<file path="config.mk">
export PLATFORM = sky130hd
export DESIGN_NAME = dcsf_ctrl
export DESIGN_NICKNAME = d
export VERILOG_FILES = /design/src/sv/dcsf_pkg.sv /design/src/sv/dcsf_ctrl.sv
export SDC_FILE = /design/constraint.sdc
export NUM_CORES = 1
export LEC_CHECK = 0
export ABC_AREA = 1
export BUFFER_PORTS_ARGS = -buffer_cell sky130_fd_sc_hd__buf_4
export CAP_MARGIN = 25
export CORE_MARGIN = 2
export CORE_UTILIZATION = 58
export DETAILED_ROUTE_END_ITERATION = 7
export GPL_TIMING_DRIVEN = 1
export PLACE_DENSITY = 0.81
export SYNTH_ARGS = -nofsm -noshare
export SYNTH_HDL_FRONTEND = slang
export SYNTH_SLANG_ARGS = --single-unit
</file>
<file path="constraint.sdc">
create_clock -name clk -period 3.89 [get_ports clk]
set_input_delay 0.778 -clock clk [delete_from_list [all_inputs] [get_ports clk]]
set_output_delay 0.778 -clock clk [all_outputs]
set_load 0.05 [all_outputs]
</file>
<file path="src/sv/dcsf_pkg.sv">
// shared types, widths and helpers for the distance constraint spring force block
`default_nettype none
package dcsf_pkg;

	localparam int FIELD_W   = 32;
	localparam int CFG_W     = 32;
	localparam int CFG_IDX_W = 3;
	localparam int Q_FRAC    = 16;

	localparam int D_W      = FIELD_W + 1;      // coordinate difference
	localparam int SUM_W    = 2 * D_W;          // sum of three squares
	localparam int LEN_W    = D_W;              // floor square root
	localparam int DIR_W    = Q_FRAC + 2;       // unit direction, |dir| <= 1.0
	localparam int DISP_W   = LEN_W + 2;
	localparam int DOT_W    = D_W + DIR_W + 1;
	localparam int TOT_W    = 48;               // force terms, clamped to 2^46-1
	localparam int MUL_W    = 48;
	localparam int PROD_W   = 2 * MUL_W;
	localparam int FSUM_W   = 2 * (TOT_W - 1);
	localparam int MUL_DIGIT = 4;

	localparam logic [LEN_W-1:0] TOO_CLOSE_RAW = LEN_W'(7);
	localparam logic [TOT_W-2:0] MID_LIMIT =
		(TOT_W-1)'((64'd1 << (TOT_W - 2)) - 64'd1);

	localparam logic [1:0] LAST_LANE = 2'd2;

	localparam logic [CFG_IDX_W-1:0] REG_MIN_DIST  = 3'd0;
	localparam logic [CFG_IDX_W-1:0] REG_MAX_DIST  = 3'd1;
	localparam logic [CFG_IDX_W-1:0] REG_STIFFNESS = 3'd2;
	localparam logic [CFG_IDX_W-1:0] REG_DAMPING   = 3'd3;
	localparam logic [CFG_IDX_W-1:0] REG_BREAKABLE = 3'd4;
	localparam logic [CFG_IDX_W-1:0] REG_BREAK_F   = 3'd5;

	typedef enum logic [2:0] {
		OUT_WITHIN    = 3'd0,
		OUT_APPLIED   = 3'd1,
		OUT_TOO_CLOSE = 3'd2,
		OUT_BROKE     = 3'd3,
		OUT_BROKEN    = 3'd4
	} outcome_t;

	typedef enum logic [3:0] {
		OP_NONE, OP_SQ, OP_ROOT, OP_DIV, OP_DOT,
		OP_SPRING, OP_DAMP, OP_FORCE, OP_FSQ, OP_BRK
	} op_t;

	typedef struct packed {
		logic       load;
		logic       start;
		op_t        op;
		logic [1:0] lane;
		logic       plain;
		logic       show;
	} cmd_t;

	typedef struct packed {
		logic done;
		logic too_close;
		logic in_range;
		logic spring_mode;
		logic breakable;
		logic brk;
	} stat_t;

	// (a*b)>>16 magnitude clamped to the force term limit
	function automatic logic [TOT_W-2:0] sat_mid(input logic [PROD_W-Q_FRAC-1:0] v);
		if (v > (PROD_W-Q_FRAC)'(MID_LIMIT))
			return MID_LIMIT;
		return v[TOT_W-2:0];
	endfunction

endpackage
`default_nettype wire

</file>
<file path="src/sv/dcsf_ctrl.sv">
// controller: sequences the datapath operations, holds the broken latch and the result handshake
`default_nettype none
module dcsf_ctrl (
	input  logic                 clk,
	input  logic                 arst_n,
	input  logic                 in_valid,
	output logic                 in_ready,
	output logic                 out_valid,
	input  logic                 out_ready,
	output dcsf_pkg::outcome_t   outcome,
	output dcsf_pkg::cmd_t       cmd,
	input  dcsf_pkg::stat_t      stat
);
	import dcsf_pkg::*;

	typedef enum logic [11:0] {
		S_IDLE   = 12'b0000_0000_0001,
		S_SQ     = 12'b0000_0000_0010,
		S_ROOT   = 12'b0000_0000_0100,
		S_CHK    = 12'b0000_0000_1000,
		S_DIV    = 12'b0000_0001_0000,
		S_DOT    = 12'b0000_0010_0000,
		S_SPRING = 12'b0000_0100_0000,
		S_DAMP   = 12'b0000_1000_0000,
		S_FORCE  = 12'b0001_0000_0000,
		S_FSQ    = 12'b0010_0000_0000,
		S_BRK    = 12'b0100_0000_0000,
		S_OUT    = 12'b1000_0000_0000
	} state_t;

	state_t     state_q;
	logic [1:0] lane_q;
	logic       wait_q, broken_q;
	outcome_t   outcome_q;
	logic       acc_in, step_done, multi, last;

	assign in_ready  = state_q == S_IDLE;
	assign out_valid = state_q == S_OUT;
	assign outcome   = outcome_q;
	assign acc_in    = in_valid && in_ready;
	assign step_done = wait_q && stat.done;
	assign multi     = (state_q == S_SQ) || (state_q == S_DIV) || (state_q == S_DOT)
		|| (state_q == S_FORCE) || (state_q == S_FSQ);
	assign last      = !multi || (lane_q == LAST_LANE);

	always_comb begin
		cmd = '0;
		unique case (state_q)
			S_SQ:     cmd.op = OP_SQ;
			S_ROOT:   cmd.op = OP_ROOT;
			S_DIV:    cmd.op = OP_DIV;
			S_DOT:    cmd.op = OP_DOT;
			S_SPRING: cmd.op = OP_SPRING;
			S_DAMP:   cmd.op = OP_DAMP;
			S_FORCE:  cmd.op = OP_FORCE;
			S_FSQ:    cmd.op = OP_FSQ;
			S_BRK:    cmd.op = OP_BRK;
			default:  cmd.op = OP_NONE;
		endcase
		cmd.load  = acc_in;
		cmd.start = (cmd.op != OP_NONE) && !wait_q;
		cmd.lane  = lane_q;
		// no spring: total is the negated displacement
		cmd.plain = (state_q == S_DIV) && step_done && last && !stat.spring_mode;
		cmd.show  = outcome_q == OUT_APPLIED;
	end

	always_ff @(posedge clk or negedge arst_n) begin
		if (!arst_n) begin
			state_q   <= S_IDLE;
			lane_q    <= '0;
			wait_q    <= 1'b0;
			broken_q  <= 1'b0;
			outcome_q <= OUT_WITHIN;
		end else begin
			if (cmd.start)
				wait_q <= 1'b1;
			if (step_done) begin
				wait_q <= 1'b0;
				lane_q <= last ? 2'd0 : lane_q + 2'd1;
			end
			unique case (state_q)
				S_IDLE: begin
					if (acc_in) begin
						if (broken_q) begin
							outcome_q <= OUT_BROKEN;
							state_q   <= S_OUT;
						end else begin
							state_q <= S_SQ;
						end
					end
				end
				S_SQ: if (step_done && last) state_q <= S_ROOT;
				S_ROOT: if (step_done) state_q <= S_CHK;
				S_CHK: begin
					if (stat.too_close) begin
						outcome_q <= OUT_TOO_CLOSE;
						state_q   <= S_OUT;
					end else if (stat.in_range) begin
						outcome_q <= OUT_WITHIN;
						state_q   <= S_OUT;
					end else begin
						state_q <= S_DIV;
					end
				end
				S_DIV: if (step_done && last) state_q <= stat.spring_mode ? S_DOT : S_FORCE;
				S_DOT: if (step_done && last) state_q <= S_SPRING;
				S_SPRING: if (step_done) state_q <= S_DAMP;
				S_DAMP: if (step_done) state_q <= S_FORCE;
				S_FORCE: begin
					if (step_done && last) begin
						if (stat.breakable) begin
							state_q <= S_FSQ;
						end else begin
							outcome_q <= OUT_APPLIED;
							state_q   <= S_OUT;
						end
					end
				end
				S_FSQ: if (step_done && last) state_q <= S_BRK;
				S_BRK: begin
					if (step_done) begin
						if (stat.brk) begin
							broken_q  <= 1'b1;
							outcome_q <= OUT_BROKE;
						end else begin
							outcome_q <= OUT_APPLIED;
						end
						state_q <= S_OUT;
					end
				end
				S_OUT: if (out_ready) state_q <= S_IDLE;
				default: state_q <= S_IDLE;
			endcase
		end
	end

	a_broken_sticks: assert property (@(posedge clk) disable iff (!arst_n)
		broken_q |=> broken_q)
		else $error("broken latch cleared without reset");

	a_broken_short: assert property (@(posedge clk) disable iff (!arst_n)
		(acc_in && broken_q) |=> (state_q == S_OUT) && (outcome_q == OUT_BROKEN))
		else $error("broken constraint did not answer at once");

	a_start_waits: assert property (@(posedge clk) disable iff (!arst_n)
		cmd.start |=> wait_q)
		else $error("operation started without waiting for it");

	a_state_onehot: assert property (@(posedge clk) disable iff (!arst_n)
		$onehot(state_q))
		else $error("state register not one-hot");
endmodule
`default_nettype wire
</file>
### Word-level counts from Yosys, hierarchy flattened

Index checks and enable logic that the tools add are counted.

| word-level totals | value |
|---|---|
| register bits | 19 |
| bits in latches | 0 |
| RAM bits | 0 |
| memory bits (read-only) | 0 |
| input port bits | 10 |
| output and inout port bits | 15 |
| logic and storage cells | 85 |
| memories | 0 |

| operators by class | value |
|---|---|
| $add $sub $neg | 1 |
| multiply operators | 0 |
| divide/modulo/power cells | 0 |
| order comparisons | 0 |
| equality and inequality tests | 28 |
| shifts and indexed selects | 0 |
| multiplexer cells | 30 |
| bitwise logic cells | 0 |
| reductions and logical operators | 21 |

Operators with widths:

| cell | count |
|---|---|
| $mux W12 | 15 |
| $pmux W12 S12 | 1 |
| $pmux W4 S9 | 1 |
| $mux W3 | 7 |
| $ne A2 B1 Y1 const B | 8 |
| $eq A12 B1 Y1 const B | 1 |
| $eq A12 B10 Y1 const B | 1 |
| $eq A12 B11 Y1 const B | 1 |
| $eq A12 B12 Y1 const B | 1 |
| $eq A12 B2 Y1 const B | 1 |
| $eq A12 B3 Y1 const B | 1 |
| $eq A12 B4 Y1 const B | 1 |
| $eq A12 B5 Y1 const B | 1 |
| $eq A12 B6 Y1 const B | 1 |
| $eq A12 B7 Y1 const B | 1 |
| $eq A12 B8 Y1 const B | 1 |
| $eq A12 B9 Y1 const B | 1 |
| $pmux W3 S4 | 1 |
| $reduce_and A11 Y1 | 1 |
| $ne A2 B2 Y1 const B | 5 |
| $mux W9 | 1 |
| $reduce_bool A4 Y1 | 2 |
| $logic_and A1 B1 Y1 | 7 |
| $reduce_and A7 Y1 | 1 |
| 10 further kinds | 18 |

### Longest topological paths before layout

Gate-level depths: netlist of the first run.

| depth | value |
|---|---|
| word-level depth | 10 |
| mapped depth | 14 |
| mapped depth without buffers | 14 |

### Least setup slack after synthesis of the first run

No wires, ideal clock.

| path | value |
|---|---|
| path type | register to output |
| start | reg state_q[0] |
| end | out cmd[1] (netlist name) |
| data arrival time | 2263 ps |
| required time | 3112 ps |
| path slack | 849 ps |
| stages on the path, launching flop included | 11 |
| buffers on the path | 0 |
| cell sequence | dfstp_2 > nor2_1 > nand2_2 > nor2_4 > nand2_2 > nand2_1 > nor2_2 > nand2_2 > nand2_2 > nand2_4 > nor3_1 |

RTL lines:

| what | RTL line | source |
|---|---|---|
| start: declaration | dcsf_ctrl.sv:31 | `state_t state_q;` |
| start signal: assignment | dcsf_ctrl.sv:106 | `S_DIV: if (step_done && last) state_q <= stat.spring_mode ? S_DOT : S_FORCE;` |
| end: declaration | dcsf_ctrl.sv:11 | `output dcsf_pkg::cmd_t cmd,` |

==> results_dict.tcl, run 1 <==
set metrics [dict create \
    cts_inserted_buffers 3 \
    post_cts_resized 0 \
    synth_area_in_simple_gates_pct 42.7 \
    post_cts.repair.setup_buffers 0 \
    design.die.area_mm2 0.00259 \
    timing.fmax_mhz 352 \
    hold_class "in2async" \
    syn2layout_area_growth_pct 17.5 \
    via_to_cell_ratio 5.50 \
    tritoncts "yes" \
    cellLeakagePower_uw 0.000903 \
    number_of_instances_in_the_synthesized_netlist 188 \
    place.detailed.hpwl_um 2420 \
    layout.cell_area.non_filler_mm2 0.00150 \
    synth_edf_count 0 \
    critical_path_data_required_time_ns 3.11 \
    synth_fp_nets 199 \
    final_antenna_net_count 0 \
    post-synth-top-area-fraction_pct 35.3 \
    routabilityCongestion 1.06 \
    cp_common_cell "sky130_fd_sc_hd__nand2_2" \
    cp_data_arrival_time_ns 2.06 \
    rr_startpoint "state_q[11]" \
    finalMaxSlewViolations 0 \
    worst_slew_margin_rel_pct 78.7 \
    detailedRoute.firstPassIterationCount 5 \
    clock_latency_ns 0.31 \
    ctsHtreeMaxLevel 1 \
    vdd_ir_drop_max_mv 0.584 \
    antenna_found_initial 0 \
    synthTopCellsByArea "sky130_fd_sc_hd__dfrtp_1 (35%), sky130_fd_sc_hd__nand2_1 (15%), sky130_fd_sc_hd__inv_1 (9.7%)" \
    most_common_cell_in_the_synthesized_netlist "sky130_fd_sc_hd__nand2_1" \
    setup_viol 0 \
    cts_hold_repair.buffers 0 \
    skew_ns 0.0154 \
    synth-adder-area-share_pct 0.981 \
    first_pass_grt_wire_length_um 5150 \
    crit_path_max_fanout 5 \
    die_w_um 50.9 \
    start_kind "register" \
    yosysTopAreaCell "sky130_fd_sc_hd__dfrtp_1" \
    timing.final.crit_period_ns 2.84 \
    clock-sinks 19 \
    number_of_diodes_added_for_antenna_fixing 0 \
    num-nets-final 226 \
    hold_violation_total_from_the_final_report 0 \
    finish.utilization_pct 74.1 \
    overall_track_demand_over_capacity_in_global_routing_pct 26.5 \
    async_flop_share_pct 100 \
    rrSetupSlack_ns 1.94 \
    clock_tree.root_cell "sky130_fd_sc_hd__clkbuf_4" \
    cts_max_path_buffers 2 \
    drt_first_iter_violations 40 \
    timing.critical_path.cells "nor2_1, nand2_2, nor2_4, nand2_2, nand2_1, nor2_2, nand2_2, nand2_2, nand2_4, nor3_1, buf_4" \
    final_layout_size_suffix_gt1_share_pct 21.5 \
    r2r.worst_path.cells 13 \
    start_util_pct 63.1 \
    fin_setup_tns_ns 0 \
    grt_max_degree 20 \
    synth_xor_area_share_pct 0 \
    worstMarginPinSlew_ns 0.316 \
    synth_compound_gate_area_share_pct 7.16 \
    std_cell_rows 16 \
    core_area_mm2 0.00202 \
    reg2reg_to "state_q[1]" \
    first_global_vias 1243 \
    port-buffer-count 24 \
    warnings_synthesis 0 \
    combinational_family_with_the_most_area_after_synthesis "simple AND/OR/NAND/NOR gates" \
    floorplan.io_pins 25 \
    power.density_cell_area_mw_per_mm2 693 \
    n_fill_cell 165 \
    finalWirelength_um 3090 \
    detail_route.drc_violations 0 \
    wire_per_inst_um 12.8 \
    post_synth.cell_area_avg_um2 6.78 \
    worstSetupPathType "reg2out" \
    globalRouteOverflowTotal 0 \
    critical_path.endpoint_type "output pin" \
    synth_ff_type "sky130_fd_sc_hd__dfrtp_1" \
    status "completed" \
    synthDistinctLibCells 26 \
    slowest_delay_ns 0.57 \
    die_h_um 50.9 \
    cap_violations 0 \
    synth_sequential_area_ratio_pct 37.4 \
    post_synth_mux_area_share_pct 0 \
    synth_top_cells_by_count "sky130_fd_sc_hd__nand2_1 (51), sky130_fd_sc_hd__inv_1 (33), sky130_fd_sc_hd__nor2_1 (20)" \
    worst_path_max_delay_cell "sky130_fd_sc_hd__dfstp_2" \
    synth_area_mm2 0.00127 \
    power_uw 1040 \
    synth-seq-cells 19 \
    vias 1325 \
    post_route_clock_period_utilization_pct 73.1 \
    cts.reportedPaths.clkPinSlew_ns 0.13 \
    setup_repair_after_global_routing_missed_its_margin "false" \
    placed_area_mm2 0.00147 \
]
## through the flow
| stage | cells | worst slack (ns) | hold slack (ns) |
|---|---|---|---|
| after global routing | 241 | 0.941 | 0.336 |
| final | 241 | 1.05 | 0.313 |
| after detailed placement | 237 | 1.42 | 0.466 |
| after global placement | 237 | 1.48 | 0.466 |
| after floorplan | 188 | 0.849 | 0.444 |
| after CTS | 241 | 1.07 | 0.328 |
## cell families after synthesis
logic type / count (synthesis)
AO/OA/AOI/OAI: 16
AND/OR/NAND/NOR: 115
flip-flops: 19
adder cells (fa/ha/maj): 1
buffers and inverters: 37
## state kept, by name, indices dropped and copies added (netlist names)
name      flops
lane_q        2
state_q      12
outcome       3
wait_q        1
broken_q      1
## worst max-delay path, delay by kind of cell (launching register included)
family	cells	cell delay, ns
DFF	1	0.57
buffers and inverters	1	0.23
and+or+nand+nor	10	0.97
## cells in the final DEF (no fill, tap or decap), drive strengths merged
master / synthesis / layout
dfrtp: 18 / 18
clkbuf: 0 / 3
buf: 2 / 24
inv: 34 / 34
nand3: 7 / 7
nor3b: 1 / 1
nor2: 27 / 27
a21oi: 4 / 4
and2: 1 / 1
clkinv: 1 / 2
a21o: 1 / 1
dfstp: 1 / 1
nand2: 59 / 59
o211ai: 1 / 1
ha: 1 / 1
o21bai: 1 / 1
nor3: 12 / 12
o21ai: 9 / 9
nand4: 8 / 8
## worst max-delay path by stage
| stage | to | depth (start not counted) | start |
|---|---|---|---|
| after floorplan | cmd[1] | 10 | state_q[0] |
| after global placement | cmd[1] | 11 | state_q[0] |
| after detailed placement | cmd[1] | 11 | state_q[0] |
| after CTS | cmd[1] | 11 | state_q[0] |
| after global routing | cmd[1] | 11 | state_q[0] |
| final | cmd[1] | 11 | state_q[0] |
## power breakdown
group,internal [uW],switching (uW)
logic,185,460
registers,249,36.7
clock network,38.4,67.9
## area by class of cell
type	count	area (um2)	area share (%)
clock buffers	3	22.5	1.50
well taps	27	33.8	2.26
multi-input cells	132	648	43.3
inverters	35	131	8.77
flip-flops and latches	19	477	31.8
repair buffers	24	180	12.0
clock inverters	1	5.00	0.334
## layer usage
layer	vias up	wire length (um)	GRT usage [%]
met5	-	0	0
met4	0	57	8.11
met3	12	202	4.97
met2	59	1520	47.4
met1	605	1310	32.2
li1	649	-	-
Power figures use the tool's default switching activity.
==> run 2, diff against run 1 <==
Settings changed: CORE_ASPECT_RATIO set to 1.75, CORE_UTILIZATION 58 to 54, PLACE_DENSITY 0.81 to 0.76.
Clock period 3.89 ns to 2.85 ns, I/O delays scaled along.
==> run 2 against run 1 <==
Net effect:
- clock-buffer cell count rose by 1
- non-clock buffer count did not move
- register-to-register slack got worse by 0.98 ns
- critical path depth did not move
- highest routed layer unchanged
- critical path type unchanged
- first-iteration DRC count rose by 25%
==> results_dict.tcl, run 2 (synthesized netlist as in run 1, its figures left out) <==
set metrics [dict create \
    layout.cells.most_common "sky130_fd_sc_hd__nand2_1" \
    post-place-ws_ns 0.605 \
    cts_inserted_buffers 3 \
    cellLeakagePower_uw 0.000908 \
    core_area_mm2 0.00227 \
    start_util_pct 56.1 \
    numPlacedInstances 235 \
    std_cell_rows 23 \
    first_global_vias 1296 \
    skew_ns 0.00510 \
    critical_path.endpoint_type "output pin" \
    antenna_found_initial 0 \
    finalNonFillerCells 239 \
    finalMaxSlewViolations 0 \
    overall_track_demand_over_capacity_in_global_routing_pct 27.0 \
    post_route_clock_period_utilization_pct 88.8 \
    detail_route.drc_violations 0 \
    worstSetupPathType "reg2out" \
    setup_ws_ns 0.318 \
    hold_violation_total_from_the_final_report 0 \
    final_cell_mix "sky130_fd_sc_hd__nand2_1 (51), sky130_fd_sc_hd__inv_1 (33), sky130_fd_sc_hd__buf_4 (24)" \
    post_cts.repair.setup_buffers 0 \
    start_kind "register" \
    cap_violations 0 \
    clock-sinks 19 \
    worst_path_max_delay_cell "sky130_fd_sc_hd__dfstp_2" \
    worstMarginPinSlew_ns 0.304 \
    final_layout_size_suffix_gt1_share_pct 21.0 \
    largest_reg_flops 12 \
    cp_common_cell "sky130_fd_sc_hd__nand2_2" \
    power_uw 1460 \
    power.density_cell_area_mw_per_mm2 964 \
    post_cts_resized 0 \
    worst_slew_margin_rel_pct 79.7 \
    drt_first_iter_violations 50 \
    grt_max_degree 20 \
    clock_tree.root_cell "sky130_fd_sc_hd__clkbuf_8" \
    critical_path_data_required_time_ns 2.28 \
    crit_path_max_fanout 5 \
    detailedRoute.firstPassIterationCount 4 \
    number_of_diodes_added_for_antenna_fixing 0 \
    design.die.area_mm2 0.00278 \
    die_w_um 40.7 \
    setup_viol 0 \
    cp_data_arrival_time_ns 1.96 \
    via_to_cell_ratio 5.36 \
    globalRouteOverflowTotal 0 \
    cts_hold_repair.buffers 0 \
    vias 1282 \
    timing.final.crit_period_ns 2.53 \
    hold_class "in2async" \
    timing.critical_path.cells "nor2_1, nand2_2, nor2_4, nand2_1, nand2_1, nor2_2, nand2_2, nand2_2, nand2_4, nor3_1, buf_4" \
    setup_repair_after_global_routing_missed_its_margin "false" \
    first_pass_grt_wire_length_um 5100 \
    port-buffer-count 24 \
    floorplan.io_pins 25 \
    cts_max_path_buffers 2 \
    tritoncts "yes" \
    timing.fmax_mhz 395 \
    routabilityCongestion 0.888 \
    final_antenna_net_count 0 \
    wire_per_inst_um 12.7 \
    clock_latency_ns 0.26 \
    place.detailed.hpwl_um 2520 \
    status "completed" \
    ctsHtreeMaxLevel 1 \
    syn2layout_area_growth_pct 18.6 \
    num-nets-final 226 \
    cts.reportedPaths.clkPinSlew_ns 0.07 \
    fin_setup_tns_ns 0 \
    vdd_ir_drop_max_mv 0.925 \
    slowest_delay_ns 0.54 \
    registers.top_by_ff_count "state_q" \
    finalWirelength_um 3030 \
    die_h_um 68.3 \
]
## run 2: path summary, 6_finish.rpt
check	start	endpoint	slack, ns	cells after the start
max	state_q[0]	cmd[1]	0.32	11
min	arst_n	state_q[6]	0.17	1
max reg2reg	state_q[9]	state_q[10]	0.96	12
min reg2reg	lane_q[1]	lane_q[1]	0.52	1
max in group asynchronous	arst_n	state_q[0]	2.42	1
min in group clk	stat[5]	wait_q	0.52	2
## run 2: stage by stage
step	util, %	hold slack [ns]	area (um2)
6_report	66.5	0.170	1510
5_1_grt	66.5	0.190	1510
4_1_cts	66.5	0.178	1510
3_5_place_dp	64.6	0.460	1470
3_3_place_gp	64.6	0.457	1470
2_1_floorplan	-	0.274	1270
## run 2: where the power goes
part | leakage, uW | internal [uW] | switching, uW
combinational | 0.000633 | 253 | 626
clock | 0.0000228 | 99.5 | 91.0
sequential | 0.000252 | 340 | 48.4
## run 2: worst max-delay path: cells and delay by family (launching register included)
family	cells	cell delay [ns]
buffers and inverters	1	0.23
flip-flops	1	0.54
AND/OR/NAND/NOR	10	0.92
## run 2: per-layer routing
metal / part of all wire [%] / track usage [%] / vias to the layer above
met5: 0 / 0 / -
met4: 4.6 / 16.7 / 0
met3: 4.5 / 5.19 / 14
met2: 52 / 45.8 / 41
met1: 39 / 28.5 / 588
li1: - / - / 639
## run 2: final cells by class
cell class	instances	area, um2
fillers	220	761
clock buffers	4	45.0
flip-flops and latches	19	477
well taps	25	31.3
multi-input cells	132	648
repair buffers	24	180
inverters	35	131
